--- config.mk ---
export PLATFORM = sky130hd
export DESIGN_NAME = hafd_core
export DESIGN_NICKNAME = d
export VERILOG_FILES = /design/src/sv/hafd_pkg.sv /design/src/sv/hafd_core.sv
export SDC_FILE = /design/constraint.sdc
export NUM_CORES = 1
export LEC_CHECK = 0
export BUFFER_PORTS_ARGS = -buffer_cell sky130_fd_sc_hd__buf_2
export CAP_MARGIN = 20
export CORE_AREA = 2 2 81 83
export DETAILED_ROUTE_END_ITERATION = 16
export DIE_AREA = 0 0 83 85
export GPL_TIMING_DRIVEN = 0
export PLACE_DENSITY = 0.77
export SETUP_SLACK_MARGIN = 0.2
export SYNTH_ARGS = -nofsm -noshare
export SYNTH_HDL_FRONTEND = slang
export SYNTH_SLANG_ARGS = --single-unit
--- constraint.sdc ---
create_clock -name clk -period 3.58 [get_ports clk]
set_clock_uncertainty 0.05 [all_clocks]
set_input_delay 0.358 -clock clk [delete_from_list [all_inputs] [get_ports clk]]
set_output_delay 0.358 -clock clk [all_outputs]
set_load 0.005 [all_outputs]
--- src/sv/hafd_pkg.sv ---
// Shared types, constants and digit decode functions for the hex frame decoder.
package hafd_pkg;

	localparam int CHAR_W  = 8;
	localparam int INDEX_W = 5;
	localparam int COUNT_W = 7;

	localparam logic [CHAR_W-1:0] CH_ZERO    = 8'h30;
	localparam logic [CHAR_W-1:0] CH_NINE    = 8'h39;
	localparam logic [CHAR_W-1:0] CH_UPPER_A = 8'h41;
	localparam logic [CHAR_W-1:0] CH_UPPER_F = 8'h46;
	localparam logic [CHAR_W-1:0] CH_LOWER_A = 8'h61;
	localparam logic [CHAR_W-1:0] CH_LOWER_Z = 8'h7a;
	localparam logic [CHAR_W-1:0] CASE_DIFF  = 8'h20;
	localparam logic [CHAR_W-1:0] LETTER_OFS = 8'd10;

	localparam logic [CHAR_W-1:0] START_RESET  = 8'd60;
	localparam logic [CHAR_W-1:0] END_RESET    = 8'd62;
	localparam logic [CHAR_W-1:0] TYPE_RESET   = 8'd1;

	// Register indexes on the configuration port.
	localparam logic [1:0] REG_START_MARKER  = 2'd0;
	localparam logic [1:0] REG_END_MARKER    = 2'd1;
	localparam logic [1:0] REG_ACCEPTED_TYPE = 2'd2;

	localparam logic RK_PAYLOAD = 1'b0;
	localparam logic RK_HALT    = 1'b1;

	typedef enum logic [1:0] {
		PH_STANDBY = 2'd0,
		PH_TYPE    = 2'd1,
		PH_ONGOING = 2'd2
	} phase_t;

	typedef struct packed {
		logic [CHAR_W-1:0] start_marker;
		logic [CHAR_W-1:0] end_marker;
		logic [CHAR_W-1:0] accepted_type;
	} cfg_t;

	typedef struct packed {
		logic               result_kind;
		logic [CHAR_W-1:0]  payload_byte;
		logic [INDEX_W-1:0] byte_index;
	} result_t;

	function automatic logic [CHAR_W-1:0] to_upper(input logic [CHAR_W-1:0] c);
		if (c >= CH_LOWER_A && c <= CH_LOWER_Z) begin
			return c - CASE_DIFF;
		end
		return c;
	endfunction

	// Codes from 'A' upward (after uppercasing) map from 'A', all lower codes from '0', both wrapping mod 256.
	function automatic logic [CHAR_W-1:0] digit_value(input logic [CHAR_W-1:0] c);
		logic [CHAR_W-1:0] u;
		u = to_upper(c);
		if (u >= CH_UPPER_A) begin
			return u - CH_UPPER_A + LETTER_OFS;
		end
		return u - CH_ZERO;
	endfunction

endpackage

--- src/sv/hafd_core.sv ---
// Frame decoder datapath: input register, frame state and result register.
module hafd_core import hafd_pkg::*; #(
	parameter int MAX_CHARS = 64
) (
	input  logic              clk,
	input  logic              arst_n,
	input  cfg_t              cfg,
	input  logic              in_valid,
	output logic              in_ready,
	input  logic [CHAR_W-1:0] in_rx,
	output logic              out_valid,
	input  logic              out_ready,
	output result_t           out_res
);

	localparam logic [COUNT_W-1:0] MaxCount = COUNT_W'(MAX_CHARS);

	logic              valid_s1;
	logic [CHAR_W-1:0] rx_s1;

	phase_t             phase_q, phase_d;
	logic [CHAR_W-1:0]  pend_q, pend_d;
	logic               held_q, held_d;
	logic [COUNT_W-1:0] count_q, count_d;
	logic               type_ok_q, type_ok_d;
	logic [INDEX_W-1:0] idx_q, idx_d;

	logic    res_valid_q;
	result_t res_q, res_d;
	logic    emit;
	logic    out_free;
	logic    proc;

	logic [CHAR_W-1:0] upper_c;
	logic [CHAR_W-1:0] hi_val;
	logic [CHAR_W-1:0] lo_val;
	logic              char_ok;
	logic              halt;

	assign out_free  = !res_valid_q || out_ready;
	assign proc      = valid_s1 && out_free;
	assign in_ready  = !valid_s1 || out_free;
	assign out_valid = res_valid_q;
	assign out_res   = res_q;

	assign upper_c = to_upper(rx_s1);
	assign hi_val  = digit_value(pend_q);
	assign lo_val  = digit_value(rx_s1);
	// A character whose uppercase form matches either marker also counts as valid.
	assign char_ok = (upper_c >= CH_ZERO && upper_c <= CH_NINE) ||
		(upper_c >= CH_UPPER_A && upper_c <= CH_UPPER_F) ||
		upper_c == cfg.start_marker || upper_c == cfg.end_marker;
	assign halt = rx_s1 == cfg.end_marker || !type_ok_q || !char_ok || count_q >= MaxCount;

	always_comb begin
		phase_d   = phase_q;
		pend_d    = pend_q;
		held_d    = held_q;
		count_d   = count_q;
		type_ok_d = type_ok_q;
		idx_d     = idx_q;
		emit      = 1'b0;
		res_d     = '0;
		case (phase_q)
			PH_TYPE: begin
				type_ok_d = digit_value(rx_s1) == cfg.accepted_type;
				phase_d   = PH_ONGOING;
			end
			PH_ONGOING: begin
				if (halt) begin
					phase_d   = PH_STANDBY;
					pend_d    = '0;
					held_d    = 1'b0;
					count_d   = '0;
					type_ok_d = 1'b0;
					idx_d     = '0;
					emit      = 1'b1;
					res_d.result_kind = RK_HALT;
				end else begin
					count_d = count_q + COUNT_W'(1);
					if (!held_q) begin
						pend_d = rx_s1;
						held_d = 1'b1;
					end else begin
						emit = 1'b1;
						res_d.result_kind  = RK_PAYLOAD;
						// The low digit is ORed in at full width, as a marker may decode above 15.
						res_d.payload_byte = {hi_val[3:0], 4'b0000} | lo_val;
						res_d.byte_index   = idx_q;
						idx_d  = idx_q + INDEX_W'(1);
						pend_d = '0;
						held_d = 1'b0;
					end
				end
			end
			default: begin
				phase_d = (rx_s1 == cfg.start_marker) ? PH_TYPE : PH_STANDBY;
			end
		endcase
	end

	always_ff @(posedge clk or negedge arst_n) begin
		if (!arst_n) begin
			valid_s1 <= 1'b0;
		end else if (in_ready) begin
			valid_s1 <= in_valid;
		end
	end

	always_ff @(posedge clk) begin
		if (in_ready && in_valid) begin
			rx_s1 <= in_rx;
		end
	end

	always_ff @(posedge clk or negedge arst_n) begin
		if (!arst_n) begin
			phase_q   <= PH_STANDBY;
			pend_q    <= '0;
			held_q    <= 1'b0;
			count_q   <= '0;
			type_ok_q <= 1'b0;
			idx_q     <= '0;
		end else if (proc) begin
			phase_q   <= phase_d;
			pend_q    <= pend_d;
			held_q    <= held_d;
			count_q   <= count_d;
			type_ok_q <= type_ok_d;
			idx_q     <= idx_d;
		end
	end

	always_ff @(posedge clk or negedge arst_n) begin
		if (!arst_n) begin
			res_valid_q <= 1'b0;
		end else if (proc) begin
			res_valid_q <= emit;
		end else if (out_ready) begin
			res_valid_q <= 1'b0;
		end
	end

	always_ff @(posedge clk) begin
		if (proc && emit) begin
			res_q <= res_d;
		end
	end

endmodule

---- Word level (Yosys, flattened, before mapping) ----
Cells that the tools add are included.
operators by class
  $add $sub $neg .......................... 13
  $lt $le $gt $ge ......................... 11
  bitwise operators ....................... 3
  multipliers ............................. 0
  reductions and logical operators ........ 27
  shift-type cells ........................ 0
  divide/modulo/power cells ............... 0
  eq/ne operators ......................... 8
  mux-type cells .......................... 38
operators by type and width
  operator             number
  $mux 8               13
  $eq 8x8->1           5
  $ge 8x7->1 const B   5
  $sub 8x6->8 const B  4
  $le 8x7->1 const B   3
  $mux 1               17
  $add 8x4->8 const B  2
  $sub 8x7->8 const B  2
  $mux 5               2
  $ge 8x6->1 const B   1
  $le 8x6->1 const B   1
  $logic_or 1x1->1     8
  $mux 4               2
  $or 8x8->8           1
  $sub 4x1->4 const B  2
  $add 7x1->7 const B  1
  $ge 7x7->1 const B   1
  $logic_and 1x1->1    7
  $mux 7               1
  $reduce_and 3->1     2
  $reduce_bool 2->1    3
  $add 5x1->5 const B  1
  $add 4x4->4 const B  1
  $logic_not 1->1      4
  other kinds (9)      11
storage, ports and cells
  bits in latches ......................... 0
  word-level logic and storage cells ...... 112
  memories kept ........................... 0
  bits in writable memories ............... 0
  register bits ........................... 48
  memory bits (read-only) ................. 0

---- Logic depth before layout (Yosys ltp) ----
  depth in word-level cells ............... 15
  gate-level depth with buffers ........... 16
  gate-level depth less buffers ........... 14

---- Worst setup path after synthesis ----
OpenSTA, ideal clock, no wires.
  kind .................................... flip-flop to flip-flop
  start point ............................. register rx_s1[0]
  end point ............................... register res_q, in the netlist out_res[0], enable pin
  period minus slack after synthesis ...... 3425 ps
  slack ................................... 155 ps
  path buffers ............................ 2
  required time ........................... 3176 ps
  cell stages (with the launch flop) ...... 15
  data arrival time ....................... 3021 ps
  library setup time ...................... 354 ps
  cell sequence ........................... edfxtp_1 -> buf_6 -> or3b_1 -> and3_1 -> buf_6 -> o21ai_2 -> inv_1 -> ha_1 -> o21ai_0 -> a21oi_1 -> o21ai_0 -> a211oi_2 -> a311oi_4 -> o21ai_1 -> inv_1
between the ends
  cells in the longest elaborated chain, start to end .. 15
RTL lines
  item                                             line                              text
  from (decl)                                      hafd_core.sv:19                   logic [CHAR_W-1:0] rx_s1;
  from (signal assigned)                           hafd_core.sv:112                  rx_s1 <= in_rx;
  $ge 8x7->1 / $le 8x7->1 (equally long branches)  hafd_pkg.sv:48                    if (c >= CH_LOWER_A && c <= CH_LOWER_Z) begin
  $logic_and 1x1->1                                hafd_pkg.sv:48
  $mux 1                                           hafd_pkg.sv:48
  $mux 8                                           hafd_pkg.sv:51                    return c;
  $ge 8x6->1, or another cell as far along         hafd_core.sv:50                   assign char_ok = (upper_c >= CH_ZERO && upper_c <= CH_NINE) ||
  $logic_and 1x1->1, on equally long branches      hafd_core.sv:50, hafd_core.sv:51
  $logic_or 1x1->1                                 hafd_core.sv:50
  $logic_or 1x1->1                                 hafd_core.sv:51                   (upper_c >= CH_UPPER_A && upper_c <= CH_UPPER_F) ||
  $logic_or 1x1->1                                 hafd_core.sv:52                   upper_c == cfg.start_marker || upper_c == cfg.end_marker;
  $logic_not 1->1                                  hafd_core.sv:53                   assign halt = rx_s1 == cfg.end_marker || !type_ok_q || !char_ok || count_q >= MaxCount;
  $logic_or 1x1->1 * (2 in series)                 hafd_core.sv:53
  $mux 1 *                                         hafd_core.sv:70                   if (halt) begin
  $mux 1 *                                         hafd_core.sv:64                   case (phase_q)
  $logic_and 1x1->1 *                              hafd_core.sv:145                  if (proc && emit) begin
  to (signal assigned)                             hafd_core.sv:146                  res_q <= res_d;
  to (decl)                                        hafd_core.sv:29                   result_t res_q, res_d;
Every way passes the cells marked *; elsewhere a longest branch is shown, timed or not. The select of a mux whose other input is x is not followed.
A chain may end at the register's enable or synchronous reset.

---- Worst setup path in the final report ----
  start point ............................. register rx_s1[1]
  end point ............................... register type_ok_q
between the ends
  cells in the longest elaborated chain, start to end .. 14
RTL lines
  item                                                                 line              text
  parallel branches: the longest is 14 deep, another holds $ge 8x7->1  -
  to (signal assigned)                                                 hafd_core.sv:129  type_ok_q <= type_ok_d;
  to (decl)                                                            hafd_core.sv:25   logic type_ok_q, type_ok_d;
Parallel ways; which one is timed is not known. The select of a mux whose other input is x is not followed.

==> impl_metrics.py <==
metrics = {
    "yosys": {
        "synth_area_per_cell_um2": 10.3,
        "synth.cell_area_mm2": 0.00309,
        "syn_nets": 353,
        "async_reset_ff_share_pct": 54.2,
        "synthFlopType": "dfrtp_1",
        "ys_seq_area_share_pct": 42.4,
        "synth_seq_cells": 48,
        "synth_edf_count": 22,
        "synth_cells": 301,
        "yosysUniqueCellTypes": 55,
        "synth_warnings": 0,
    },
    "cts": {
        "ctsHoldBuffers": 0,
        "cts_sinks": 48,
        "cts-root-buf": "clkbuf_8",
        "cts_tree": "yes",
        "clk_latency_ns": 0.30,
        "htree_num_levels": 2,
        "cts_buffers": 5,
        "cts.path.max_buffers": 2,
        "path_clk_slew_ns": 0.09,
    },
    "outcome": {
        "failed_checks": "hold timing",
        "status": "finished with violations",
    },
    "detailed_routing": {
        "drt_iter0_markers": 130,
        "wirelength_um": 6750,
        "drcViolationCount": 0,
        "viasPerCell": 5.46,
        "post_drt_wl_per_cell_um": 14.9,
        "firstDrtPassIters": 4,
        "num_vias": 2474,
        "antenna_left": 0,
    },
    "worst_setup_path": {
        "path_cells": "buf_6, inv_2, ha_2, nor4b_4, a21o_1, buf_4, buf_4, o21a_1, a211oi_1, a2111oi_2, a311oi_4, buf_6, buf_8, o2111ai_2, o32ai_2",
        "timing.reg2reg.setup_slack_ns": 0.36,
        "r2r-start": "rx_s1[1]",
        "start_kind": "flip-flop",
        "critPathSlowestCell": "edfxtp_1",
        "path_max_fanout": 8,
        "crit_required_ns": 3.74,
        "max_stage_delay_ns": 0.44,
        "r2r_end": "type_ok_q",
        "reg2reg_depth": 15,
        "critPathCaptureType": "flip-flop",
        "crit_arrival_ns": 3.37,
        "path_class": "flip-flop to flip-flop",
    },
    "grt": {
        "grt_pass1_vias": 2384,
        "gr-usage-met3_pct": 3.02,
        "busiest_layer": "met2",
        "grt_pass1_wl_um": 11400,
        "grt_util_met1_pct": 25.7,
        "gr-usage-all-layers_pct": 19.7,
        "antenna_found_initial": 0,
        "grt_start_max_net_pins": 27,
        "grt-ovfl-total": 0,
        "grt_use_met2_pct": 33.7,
    },
    "placed_design": {
        "place_congestion": 0.861,
        "dp_cells": 429,
        "dp_slack_ns": -0.185,
        "port_buffers": 51,
        "hpwlAfterDp_um": 4920,
    },
    "power": {
        "power.density_mw_per_mm2": 337,
        "worst_ir_drop_vdd_mv": 0.228,
        "p_leak_nw": 1.69,
    },
    "timing": {
        "fin_ws_ns": 0.363,
        "whs_ns": -0.00600,
        "fmax_mhz": 311,
        "setup_tns_ns": 0,
        "slew_headroom_pct": 60.3,
        "min_period_ns": 3.22,
        "fin_crit_sh_pct": 89.9,
        "tightestPinTransition_ns": 0.595,
        "setup_viol": 0,
        "slew_violations": 0,
        "rsz0062_at_grt": "no",
        "finalHoldViolCount": 6,
    },
    "floorplan": {
        "io_pins": 52,
        "fp.dieW_um": 83,
        "dieArea_mm2": 0.00706,
        "rows": 29,
        "initial_core_util_pct": 49.8,
        "core_mm2": 0.00620,
        "die_h_um": 85,
    },
    "finish": {
        "diodes": 0,
        "instances_no_fill": 453,
        "nets": 427,
        "final_cell_mix": "buf_2 (54), dfrtp_1 (26), xor2_1 (24), edfxtp_1 (22), inv_1 (20)",
        "syn_to_final_growth_pct": 23.8,
        "drive_gt1_share_pct": 30.3,
        "layout_commonest_cell": "buf_2",
        "fin_util_pct": 61.7,
    },
    "min_path": {
        "hold_path_class": "input pin to asynchronous set/reset pin",
    },
    "run": {
        "maxCapViolCount": 0,
    },
}
kinds of logic (layout without fill, tap and decap cells):
kind of cell	after synthesis	count (layout)	synth area share [%]
AND/OR/NAND/NOR	78	79	14.6
AO/OA/AOI/OAI	73	73	17.2
flip-flops	48	48	42.4
XOR/XNOR	40	40	11.3
buffers and inverters	39	113	5.63
adder cells (fa/ha/maj)	16	16	6.48
multiplexers	7	7	2.35
metal layers:
metal | wire length (um) | up-vias
met5 | 0 | -
met4 | 71 | 0
met3 | 336 | 6
met2 | 3440 | 84
met1 | 2900 | 1163
li1 | - | 1221
metrics by stage:
stage               total power, mW  hold slack (ns)  area, um^2
floorplan                     0.740           0.0124        3090
global placement              0.796            0.332        3440
detailed placement            0.801            0.336        3440
CTS                            1.28          0.00400        3680
global route                   1.34           0.0361        3830
finish                         1.29         -0.00600        3830
registers in the layout, indices dropped and copies added, names as in the netlist:
name	flops
count_q	7
held_q	1
idx_q	5
out_res	14
out_valid	1
pend_q	8
phase_q	2
rx_s1	8
type_ok_q	1
valid_s1	1
cell type report:
class                      count  area, um^2
timing repair buffer          67         392
tap                           77        96.3
multi-input combinational    215        1710
clock inverter                 3        68.8
buffer                        14        93.8
inverter                      24        90.1
clock buffer                   5        68.8
fill                         490        2380
sequential                    48        1310
how the worst max path moves through the flow:
stage / startpoint / endpoint / slack, ns / cells past startpoint
global route: rx_s1[4] / type_ok_q / 0.19 / 13
global placement: rx_s1[0] / out_res[6] / -0.15 / 14
detailed placement: rx_s1[1] / out_res[6] / -0.18 / 15
floorplan: rx_s1[0] / out_res[7] / 0.28 / 15
CTS: rx_s1[1] / phase_q[1] / 0.22 / 16
finish: rx_s1[1] / type_ok_q / 0.36 / 15
Yosys cell counts (2+ instances only):
cell type	number	area, um^2
inv_1	24	90.1
buf_2	4	20.0
o2111ai_1	2	17.5
mux2i_1	5	50.1
nand3b_1	3	22.5
or4_1	2	15.0
or2_2	2	12.5
o22ai_1	2	12.5
xor2_1	24	210
o21ai_2	2	17.5
o21ai_0	12	60.1
and3_1	3	18.8
nor4_1	4	25.0
nor2_1	17	63.8
nor3_1	3	15.0
o21a_1	3	22.5
mux2_2	2	22.5
edfxtp_1	22	661
a22o_1	11	96.3
ha_1	16	200
a21o_1	4	30.0
nor2b_1	4	25.0
dfrtp_1	26	651
and2_1	3	18.8
nand2_1	14	52.6
o31ai_1	3	22.5
xnor2_1	16	140
a21oi_1	19	95.1
nand2b_1	4	25.0
buf_6	3	33.8
nand3_1	9	45.0
clkbuf_1	7	26.3
nand4_1	3	18.8
a31oi_1	2	12.5
report_power, final:
group | total, mW | switching (mW) | internal (mW)
logic | 0.220 | 0.122 | 0.0984
clock network | 0.468 | 0.187 | 0.281
registers | 0.600 | 0.00970 | 0.590
total | 1.29 | 0.318 | 0.970
worst max-delay path: cells and delay by family (launching register included):
kind / cells / cell delay, ns
AO/OA/AOI/OAI: 7 / 1.54
adder cells (fa/ha/maj): 1 / 0.20
buffers and inverters: 6 / 0.84
flip-flops: 1 / 0.44
AND/OR/NAND/NOR: 1 / 0.06
repair_timing:
action / 4_1_cts / 5_1_grt
buffers inserted: 8 / 8
gates resized for setup: 11 / 20
setup endpoints to repair: 47 / 44
hold endpoints to repair: 0 / 0
pin swaps: 5 / 10
cloned: 0 / 1
No activity file was read; power rests on OpenSTA's default activity.
