==> config.mk <==
export PLATFORM = sky130hd
export DESIGN_NAME = hafd_cfg
export DESIGN_NICKNAME = d
export VERILOG_FILES = /design/src/sv/hafd_pkg.sv /design/src/sv/hafd_cfg.sv
export SDC_FILE = /design/constraint.sdc
export NUM_CORES = 1
export LEC_CHECK = 0
export BUFFER_PORTS_ARGS = -buffer_cell sky130_fd_sc_hd__buf_2
export CAP_MARGIN = 20
export CORE_MARGIN = 1
export CORE_UTILIZATION = 30
export DETAILED_ROUTE_END_ITERATION = 8
export PLACE_DENSITY_LB_ADDON = 0.1
export SETUP_SLACK_MARGIN = 0.3
export SLEW_MARGIN = 30
export SYNTH_ARGS = -nofsm -noshare
export SYNTH_HDL_FRONTEND = slang
export SYNTH_SLANG_ARGS = --single-unit
==> constraint.sdc <==
create_clock -name clk -period 0.8 [get_ports clk]
set_clock_uncertainty 0.05 [all_clocks]
set_input_delay 0.08 -clock clk [delete_from_list [all_inputs] [get_ports clk]]
set_output_delay 0.08 -clock clk [all_outputs]
set_load 0.02 [all_outputs]
==> src/sv/hafd_pkg.sv <==
// Shared types, constants and digit decode functions for the hex frame decoder.
package hafd_pkg;

	localparam int CHAR_W  = 8;
	localparam int INDEX_W = 5;
	localparam int COUNT_W = 7;

	localparam logic [CHAR_W-1:0] CH_ZERO    = 8'h30;
	localparam logic [CHAR_W-1:0] CH_NINE    = 8'h39;
	localparam logic [CHAR_W-1:0] CH_UPPER_A = 8'h41;
	localparam logic [CHAR_W-1:0] CH_UPPER_F = 8'h46;
	localparam logic [CHAR_W-1:0] CH_LOWER_A = 8'h61;
	localparam logic [CHAR_W-1:0] CH_LOWER_Z = 8'h7a;
	localparam logic [CHAR_W-1:0] CASE_DIFF  = 8'h20;
	localparam logic [CHAR_W-1:0] LETTER_OFS = 8'd10;

	localparam logic [CHAR_W-1:0] START_RESET  = 8'd60;
	localparam logic [CHAR_W-1:0] END_RESET    = 8'd62;
	localparam logic [CHAR_W-1:0] TYPE_RESET   = 8'd1;

	// Register indexes on the configuration port.
	localparam logic [1:0] REG_START_MARKER  = 2'd0;
	localparam logic [1:0] REG_END_MARKER    = 2'd1;
	localparam logic [1:0] REG_ACCEPTED_TYPE = 2'd2;

	localparam logic RK_PAYLOAD = 1'b0;
	localparam logic RK_HALT    = 1'b1;

	typedef enum logic [1:0] {
		PH_STANDBY = 2'd0,
		PH_TYPE    = 2'd1,
		PH_ONGOING = 2'd2
	} phase_t;

	typedef struct packed {
		logic [CHAR_W-1:0] start_marker;
		logic [CHAR_W-1:0] end_marker;
		logic [CHAR_W-1:0] accepted_type;
	} cfg_t;

	typedef struct packed {
		logic               result_kind;
		logic [CHAR_W-1:0]  payload_byte;
		logic [INDEX_W-1:0] byte_index;
	} result_t;

	function automatic logic [CHAR_W-1:0] to_upper(input logic [CHAR_W-1:0] c);
		if (c >= CH_LOWER_A && c <= CH_LOWER_Z) begin
			return c - CASE_DIFF;
		end
		return c;
	endfunction

	// Codes from 'A' upward (after uppercasing) map from 'A', all lower codes from '0', both wrapping mod 256.
	function automatic logic [CHAR_W-1:0] digit_value(input logic [CHAR_W-1:0] c);
		logic [CHAR_W-1:0] u;
		u = to_upper(c);
		if (u >= CH_UPPER_A) begin
			return u - CH_UPPER_A + LETTER_OFS;
		end
		return u - CH_ZERO;
	endfunction

endpackage

==> src/sv/hafd_cfg.sv <==
// APB register file holding the frame markers and the accepted type.
module hafd_cfg import hafd_pkg::*; (
	input  logic        clk,
	input  logic        arst_n,
	input  logic        psel,
	input  logic        penable,
	input  logic        pwrite,
	input  logic [3:0]  paddr,
	input  logic [31:0] pwdata,
	output logic [31:0] prdata,
	output logic        pready,
	output cfg_t        cfg
);

	cfg_t       cfg_q;
	logic [1:0] reg_idx;
	logic       wr_en;

	assign pready  = 1'b1;
	assign reg_idx = paddr[3:2];
	assign wr_en   = psel && penable && pwrite && pready;
	assign cfg     = cfg_q;

	always_ff @(posedge clk or negedge arst_n) begin
		if (!arst_n) begin
			cfg_q.start_marker  <= START_RESET;
			cfg_q.end_marker    <= END_RESET;
			cfg_q.accepted_type <= TYPE_RESET;
		end else if (wr_en) begin
			case (reg_idx)
				REG_START_MARKER:  cfg_q.start_marker  <= pwdata[CHAR_W-1:0];
				REG_END_MARKER:    cfg_q.end_marker    <= pwdata[CHAR_W-1:0];
				REG_ACCEPTED_TYPE: cfg_q.accepted_type <= pwdata[CHAR_W-1:0];
				default: ;
			endcase
		end
	end

	always_comb begin
		case (reg_idx)
			REG_START_MARKER:  prdata = {24'd0, cfg_q.start_marker};
			REG_END_MARKER:    prdata = {24'd0, cfg_q.end_marker};
			REG_ACCEPTED_TYPE: prdata = {24'd0, cfg_q.accepted_type};
			default:           prdata = 32'd0;
		endcase
	end

endmodule

# == Word-level counts from Yosys, hierarchy flattened ==
# Cells that the tools add are included.
# totals
regBits,24
in_bits,41
# op_classes
n_eq_ne,2
mux,1
n_reduce_logical,6
# op_table
cell,n
8-bit case mux with 3 select lines,1
2-bit AND reduction,3
"2-bit by 1-bit == test with 1-bit output, second input constant",1
"2-bit == test, second input constant",1
1-bit logical AND,2
2-bit logical NOT,1

# == Logic depth before layout (Yosys ltp) ==
# Gate-level depths: netlist of the first run.
# logic_depth
ltp_word,3
depth_mapped,5
depth_no_buf,3

# == Least setup slack after synthesis of the first run ==
# Ideal clock, no wire load.
# synth_path
kind,flip-flop to output port
startpoint,register cfg_q (netlist bit cfg[9])
endpoint,output prdata[1]
arrival_time_ns,1.149
t_required_ns,0.670
path_slack_ns,-0.479
stages_incl_launch_ff,3
path_buffers,0
cell_sequence,dfstp_2 -> mux2i_1 -> o21ai_0
# synth_between
elab_chain_len,1
# synth_rtl
element,line_no,text
start: declaration,hafd_cfg.sv:15,cfg_t cfg_q;
8-bit case mux with 3 select lines,hafd_cfg.sv:40,case (reg_idx)
end: declaration,hafd_cfg.sv:10,"output logic [31:0] prdata,"
# No other way between the ends.

# == Final worst setup path of the first run ==
# Ends and elaborated chain as after synthesis.

==> results.py, run 1 <==
metrics = {
    "outcome": {
        "outcome": "finished, violations left",
        "failed_checks": "negative hold slack, negative setup slack",
    },
    "power_and_ir_drop": {
        "power_leakage_nw": 1.22,
        "power.total_w": 0.00584,
        "ir_drop_mv": 1.17,
        "p_per_area_nw_per_um2": 2370,
    },
    "yosys": {
        "yosys.area.top_type_share_pct": 26.0,
        "yosys.area.top_type": "dfrtp_1",
        "synth.distinct_cells": 16,
        "ys_seq_area_share_pct": 45.5,
        "syn_avg_cell_area_um2": 12.5,
        "yosysWarnings": 0,
        "synth_area_um2": 1350,
        "ys_ff_latch": 24,
        "synth_flop_cell": "dfrtp_1",
        "syn_inst": 108,
        "ys_top_cells_by_area": "dfrtp_1 26%, dfstp_2 20%, buf_4 14%",
        "synthTopCellsByCount": "26 x buf_4, 16 x mux2_2, 14 x dfrtp_1",
        "synth.most_common_cell": "buf_4",
        "synthArstFlopShare_pct": 100,
        "synth_edf_count": 0,
    },
    "timing": {
        "final-setup-viol-count": 56,
        "timing.fmax_ghz": 0.768,
        "period_needed_ps": 1300,
        "tns_ps": -15270,
        "maxSlewViolCount": 0,
        "hold_ws_ps": -310,
        "finalHoldViolCount": 24,
        "fin_ws_ps": -502,
        "grt_setup_unrepaired": "yes",
        "post-route-period-util_pct": 163,
    },
    "clock_tree": {
        "cts_buffers": 3,
        "cts_tree": "built",
        "clock-root-buffer": "clkbuf_8",
        "cts.sinks": 24,
        "clk_latency_ps": 260,
        "cts_buffer_depth": 2,
        "htreeDepth": 1,
        "clk_pin_slew_ps": 80,
    },
    "floorplanning": {
        "die_w_um": 69.0,
        "die_y_um": 69.0,
        "die_area_um2": 4760,
        "rows": 23,
        "core_area_um2": 4140,
        "num_io_pins": 98,
        "initial_utilization_pct": 32.5,
    },
    "setup_path": {
        "worst-path-buf-inv": 1,
        "cp_max_fo": 2,
        "crit_arrival_ps": 1170,
        "cp.required_ps": 670,
        "path_delay_family": "flip-flops",
        "critPathSlowestCell": "dfstp_2",
        "rrSetupSlack_ps": -270,
        "startpoint": "cfg[9]",
        "critPathLaunchType": "flop",
        "reg2reg_from": "cfg[9]",
        "path_cells": "mux2i_1 > o21ai_1 > buf_4",
        "r2r_end": "cfg[9]",
        "critPathCaptureType": "primary output",
        "critPathKind": "reg -> out",
        "critPathMaxStageDelay_ps": 540,
        "reg2reg_depth": 4,
    },
    "grt": {
        "grt_first_pass_wirelength_um": 5340,
        "antenna_found_initial": 0,
        "grt-ovfl-total": 0,
        "track_usage_pct": 15.9,
        "grt_pass1_vias": 1043,
        "grt_start_max_net_pins": 25,
    },
    "routing": {
        "ant_nets": 0,
        "wl_um": 3570,
        "wl_per_cell_um": 14.0,
        "drt_iter0_markers": 24,
        "drt-vias-per-instance": 4.27,
        "drc": 0,
        "drt-pass1-iter-count": 2,
        "num_vias": 1090,
    },
    "layout": {
        "drive_gt1_share_pct": 77.6,
        "area_growth_pct": 82.8,
        "fillers": 352,
        "antennaDiodeCount": 0,
        "multiInputGateArea_um2": 701,
        "finalNetCount": 247,
        "register_area_um2": 627,
        "final_cell_area_um2": 2460,
        "largest_register_ff_count": 24,
        "fin_util_pct": 59.4,
    },
    "worst_hold_path": {
        "min_path_type": "in -> async",
    },
    "place": {
        "placed_area_um2": 1820,
        "hpwl_um": 2360,
        "gp_congestion": 0.695,
        "io_buffer_count": 46,
    },
    "flow_run": {
        "maxCapViolations": 0,
    },
}
## routing by layer
layer  GRT usage [%]  share of wire [%]  up-vias
met1            20.8                 42      533
met3            2.80                4.6        2
li1                -                  -      508
met4            4.59               0.50        0
met5               0                  0        -
met2            26.8                 53       47
## placed cells by master (no fill, tap or decap), drive strengths merged, types with 4 or more instances in the layout
master / count
buf: 99
clkbuf: 4
conb: 25
dfrtp: 14
dfstp: 10
mux2: 24
mux2i: 8
nand2: 8
o21ai: 8
## where the power goes
group | internal [W] | total [W] | switching, W
Sequential | 0.00161 | 0.00185 | 0.000242
Clock | 0.000355 | 0.000731 | 0.000376
Combinational | 0.00198 | 0.00325 | 0.00127
Total | 0.00395 | 0.00584 | 0.00189
## cell type report
cell class,instances,share of cell area (%)
Sequential cell,24,25.5
Clock buffer,4,1.83
Tap cell,50,2.54
Multi-Input combinational cell,78,28.5
Timing Repair Buffer,99,41.7
## metrics by stage
step	worst slack, ps	cells
CTS	-490	238
floorplan	-345	131
detailed placement	-489	225
global route	-607	255
finish	-502	255
global placement	-484	225
## cell families (layout without fill, tap and decap cells)
| family | Yosys count | after routing | synth area share, % |
|---|---|---|---|
| mux | 32 | 32 | 28.3 |
| buf+inv | 29 | 103 | 16.4 |
| flops | 24 | 24 | 45.5 |
| simple gates | 13 | 13 | 6.23 |
| compound gates | 8 | 8 | 2.97 |
| other cells | 2 | 25 | 0.558 |
## worst max-delay path by stage
stage | end | cells after the start
2_1_floorplan | cfg[14] | 4
3_3_place_gp | cfg[7] | 6
3_5_place_dp | cfg[15] | 5
4_1_cts | prdata[1] | 3
5_1_grt | prdata[1] | 3
6_report | prdata[1] | 3
## repair_timing
item                                    in CTS  in global routing
setup buffers                                9                 17
endpoints found under the setup margin      56                 56
resized for setup                           92                 25
pin swaps                                    3                  3
endpoints found under the hold margin       24                 24
Note: power is estimated with default switching activity, not from simulation.
==> inputs of run 2 (changes only) <==
--- a/config.mk
+++ b/config.mk
@@ -8,3 +8,3 @@
 export BUFFER_PORTS_ARGS = -buffer_cell sky130_fd_sc_hd__buf_2
-export CAP_MARGIN = 20
+export CAP_MARGIN = 15
 export CORE_MARGIN = 1
==> constraint.sdc (replaced) <==
create_clock -name clk -period 0.8 [get_ports clk]
set_clock_uncertainty 0.05 [all_clocks]
set_input_delay 0.16 -clock clk [delete_from_list [all_inputs] [get_ports clk]]
set_output_delay 0.16 -clock clk [all_outputs]
set_load 0.02 [all_outputs]
==> results.py, run 2 (synthesized netlist as in run 1, its figures left out) <==
metrics = {
    "place": {
        "place_ws_ps": -605,
        "gp_congestion": 0.680,
        "hpwl_um": 2430,
        "place_inst": 231,
        "placed_area_um2": 1850,
        "io_buffer_count": 46,
    },
    "floorplanning": {
        "initial_utilization_pct": 32.5,
        "rows": 23,
        "core_area_um2": 4140,
        "num_io_pins": 98,
        "die_w_um": 69.0,
        "die_area_um2": 4760,
        "die_y_um": 69.0,
    },
    "clock_tree": {
        "cts_buffer_depth": 2,
        "clk_latency_ps": 270,
        "clk_pin_slew_ps": 100,
        "clock-root-buffer": "clkbuf_8",
        "htreeDepth": 1,
        "cts_buffers": 3,
        "cts.sinks": 24,
        "cts_tree": "built",
    },
    "layout": {
        "antennaDiodeCount": 0,
        "largest_register_ff_count": 24,
        "final_common_cell": "buf_6",
        "final_cell_area_um2": 2400,
        "finalNetCount": 242,
        "stdcell_count": 250,
        "drive_gt1_share_pct": 78.0,
        "area_growth_pct": 78.0,
        "final_cell_mix": "64 x buf_6, 25 x conb_1, 24 x mux2_4",
    },
    "routing": {
        "drt-pass1-iter-count": 2,
        "drt-vias-per-instance": 4.42,
        "num_vias": 1105,
        "wl_um": 3540,
        "wl_per_cell_um": 14.1,
        "ant_nets": 0,
        "drt_iter0_markers": 25,
        "drc": 0,
    },
    "setup_path": {
        "crit_arrival_ps": 1180,
        "reg2reg_from": "cfg[23]",
        "reg2reg_depth": 3,
        "critPathLaunchType": "flop",
        "rrSetupSlack_ps": -260,
        "critPathCaptureType": "primary output",
        "r2r_end": "cfg[23]",
        "cp.required_ps": 590,
        "critPathKind": "reg -> out",
        "cp_max_fo": 2,
    },
    "power_and_ir_drop": {
        "ir_drop_mv": 1.23,
        "internal_power_w": 0.00393,
        "power_switching_w": 0.00188,
        "combPwrFrac_pct": 51.6,
        "switching_share_pct": 32.4,
        "p_seq_share_pct": 31.7,
        "power_leakage_nw": 1.19,
        "p_per_area_nw_per_um2": 2430,
        "pwr-share-clk_pct": 16.8,
    },
    "grt": {
        "track_usage_pct": 16.0,
        "grt_start_max_net_pins": 25,
        "grt_pass1_vias": 1131,
        "grt_first_pass_wirelength_um": 5550,
        "grt-ovfl-total": 0,
        "antenna_found_initial": 0,
    },
    "timing": {
        "post-route-period-util_pct": 174,
        "timing.fmax_ghz": 0.719,
        "maxSlewViolCount": 0,
        "fin_ws_ps": -592,
        "period_needed_ps": 1390,
        "grt_setup_unrepaired": "yes",
        "finalHoldViolCount": 24,
        "final-setup-viol-count": 56,
        "hold_ws_ps": -239,
    },
    "worst_hold_path": {
        "min_path_type": "in -> async",
    },
    "outcome": {
        "outcome": "finished, violations left",
        "failed_checks": "negative hold slack, negative setup slack",
    },
    "flow_run": {
        "maxCapViolations": 0,
    },
}
==> run 2: cell count changes in the layout (fill, tap and decap cells not counted), sizes merged <==
| cell | delta |
|---|---|
| buf | -5 |
==> run 2: metal layers <==
layer	vias up	global-route usage (%)	part of all wire, %
met2	47	26.9	50
li1	502	-	-
met5	-	0	0
met4	0	4.34	1.0
met1	552	21.1	45
met3	4	2.63	4.3
==> run 2: worst max path at each step <==
stage | start | end | depth (start not counted)
5_1_grt | cfg[12] | prdata[4] | 3
4_1_cts | cfg[9] | prdata[1] | 3
2_1_floorplan | pwrite | cfg[14] | 4
3_5_place_dp | pwrite | cfg[14] | 5
6_report | cfg[12] | prdata[4] | 3
3_3_place_gp | pwrite | cfg[14] | 5
==> run 2: critical path, cell delays in order, from the launching register on <==
cell     delay, ps
dfstp_2        550
mux2i_1         80
o21ai_2        130
buf_6          140
==> run 2: layout make-up <==
class                   instances  area [um^2]
well taps                      50         62.6
fillers                       347         1750
multi-input cells              78          707
clock buffers                   4         66.3
repair buffers                 94          933
flip-flops and latches         24          627
==> run 2: power by group through the flow <==
stage               combinational (W)  clock (W)  sequential [W]
finish                        0.00300   0.000976         0.00184
global route                  0.00318    0.00106         0.00188
CTS                           0.00273   0.000999         0.00183
detailed placement            0.00202          0         0.00180
global placement              0.00200          0         0.00179
floorplan                    0.000881          0         0.00219
==> run 2: per-stage QoR <==
| step | total power (W) | TNS (ps) | util [%] |
|---|---|---|---|
| 2_1_floorplan | 0.00307 | -11640 | - |
| 3_3_place_gp | 0.00380 | -17020 | 44.6 |
| 3_5_place_dp | 0.00382 | -17270 | 44.6 |
| 4_1_cts | 0.00556 | -17890 | 54.8 |
| 5_1_grt | 0.00612 | -20200 | 57.8 |
| 6_report | 0.00582 | -18480 | 57.8 |
==> run 2: what timing repair did <==
action | in CTS | in global routing
setup buffers | 6 | 9
pin swaps | 3 | 3
setup endpoints to repair | 56 | 56
cloned | 0 | 0
hold endpoints to repair | 24 | 24
resized for setup | 92 | 16
==> inputs of run 3 (changes only) <==
--- a/config.mk
+++ b/config.mk
@@ -10,6 +10,5 @@
 export CORE_MARGIN = 1
-export CORE_UTILIZATION = 30
+export CORE_UTILIZATION = 36
 export DETAILED_ROUTE_END_ITERATION = 8
 export PLACE_DENSITY_LB_ADDON = 0.1
-export SETUP_SLACK_MARGIN = 0.3
 export SLEW_MARGIN = 30
==> constraint.sdc (replaced) <==
create_clock -name clk -period 0.8 [get_ports clk]
set_clock_uncertainty 0.05 [all_clocks]
set_input_delay 0.04 -clock clk [delete_from_list [all_inputs] [get_ports clk]]
set_output_delay 0.04 -clock clk [all_outputs]
set_load 0.02 [all_outputs]
==> results.py, run 3 (synthesized netlist as in run 1, its figures left out) <==
metrics = {
    "timing": {
        "fin_ws_ps": -476,
        "final-setup-viol-count": 56,
        "hold_ws_ps": -18.3,
        "maxSlewViolCount": 0,
        "timing.fmax_ghz": 0.784,
        "finalHoldViolCount": 20,
        "post-route-period-util_pct": 159,
        "tns_ps": -12590,
        "period_needed_ps": 1280,
        "grt_setup_unrepaired": "yes",
    },
    "place": {
        "io_buffer_count": 46,
        "gp_congestion": 0.676,
        "hpwl_um": 2230,
    },
    "power_and_ir_drop": {
        "power.total_w": 0.00569,
        "ir_drop_mv": 1.35,
        "p_per_area_nw_per_um2": 2360,
        "power_leakage_nw": 1.22,
    },
    "setup_path": {
        "cp_max_fo": 2,
        "reg2reg_from": "cfg[9]",
        "path_cells": "mux2i_1 > o21ai_1 > buf_4",
        "critPathMaxStageDelay_ps": 540,
        "critPathCaptureType": "primary output",
        "critPathKind": "reg -> out",
        "path_delay_family": "flip-flops",
        "startpoint": "cfg[9]",
        "critPathLaunchType": "flop",
        "critPathSlowestCell": "dfstp_2",
        "worst-path-buf-inv": 1,
        "cp.required_ps": 710,
        "crit_arrival_ps": 1190,
    },
    "layout": {
        "final_cell_mix": "64 x buf_6, 25 x conb_1, 24 x mux2_4",
        "drive_gt1_share_pct": 71.4,
        "final_common_cell": "buf_6",
        "finalNetCount": 245,
        "largest_register_ff_count": 24,
        "area_growth_pct": 79.0,
        "antennaDiodeCount": 0,
        "fillers": 260,
        "fin_util_pct": 69.5,
    },
    "clock_tree": {
        "cts.sinks": 24,
        "clk_latency_ps": 270,
        "cts_buffer_depth": 2,
        "clock-root-buffer": "clkbuf_8",
        "cts_hold_buffers": 1,
        "htreeDepth": 1,
        "cts_buffers": 3,
        "clk_pin_slew_ps": 90,
        "cts_tree": "built",
    },
    "routing": {
        "wl_per_cell_um": 14.4,
        "drc": 0,
        "ant_nets": 0,
        "wl_um": 3580,
        "drt-pass1-iter-count": 4,
        "drt-vias-per-instance": 4.40,
        "num_vias": 1096,
        "drt_iter0_markers": 14,
    },
    "grt": {
        "grt-ovfl-total": 0,
        "grt_pass1_vias": 1050,
        "track_usage_pct": 17.6,
        "antenna_found_initial": 0,
        "grt_first_pass_wirelength_um": 5360,
        "grt_start_max_net_pins": 25,
    },
    "floorplanning": {
        "num_io_pins": 98,
        "die_area_um2": 3990,
        "rows": 21,
        "initial_utilization_pct": 38.8,
        "die_w_um": 63.2,
        "die_y_um": 63.2,
        "core_area_um2": 3470,
    },
    "worst_hold_path": {
        "min_path_type": "in -> reg",
        "hp-start": "pwdata[6]",
    },
    "flow_run": {
        "maxCapViolations": 0,
    },
    "outcome": {
        "failed_checks": "negative hold slack, negative setup slack",
        "outcome": "finished, violations left",
    },
}
-- run 3: cell count changes in the layout (fill, tap and decap cells not counted), sizes merged --
cell,previous run,this run
dlygate4sd3,0,1
buf,94,96
-- run 3: power breakdown --
part	internal, W	switching, W
clock	0.000356	0.000382
sequential	0.00158	0.000235
combinational	0.00187	0.00126
total	0.00381	0.00188
-- run 3: per-layer routing --
layer	global-route usage [%]	wire [um]
met1	23.0	1500
met2	29.3	1840
met3	2.90	203
met4	6.10	40
met5	0	0
-- run 3: path summary, 6_finish.rpt --
path	to	slack [ps]	cells past startpoint
max reg2reg	cfg[9]	-180	3
min in group asynchronous	cfg[16]	220	3
min reg2reg	cfg[5]	520	1
max in group asynchronous	cfg[10]	180	3
min	cfg[14]	-20	2
max	prdata[1]	-480	3
-- run 3: worst reg2reg max path: cells and delay by family, from the launching register on --
| kind | cells | cell delay (ps) |
|---|---|---|
| multiplexers | 1 | 250 |
| buffers and inverters | 2 | 240 |
| flip-flops | 1 | 380 |
-- run 3: repair_timing --
action | in CTS | in global routing
gates resized for setup | 88 | 22
endpoints found under the hold margin | 45 | 23
setup buffers | 7 | 18
pin swaps | 4 | 3
setup endpoints to repair | 56 | 56
-- run 3: metrics by stage --
step / setup WS, ps / hold slack, ps / instances / area (um^2)
6_report: -476 / -18.3 / 249 / 2410
5_1_grt: -531 / -23.0 / 249 / 2410
4_1_cts: -446 / -19.4 / 236 / 2250
3_5_place_dp: -436 / -11.1 / 224 / 1840
3_3_place_gp: -426 / -12.2 / 224 / 1840
2_1_floorplan: -305 / -306 / 131 / 1520
-- run 3: cell type report --
| class | count | area (um^2) | area share (%) |
|---|---|---|---|
| clock buffers | 4 | 45.0 | 1.87 |
| flip-flops and latches | 24 | 613 | 25.4 |
| repair buffers | 97 | 991 | 41.1 |
| well taps | 46 | 57.6 | 2.39 |
| multi-input cells | 78 | 703 | 29.2 |
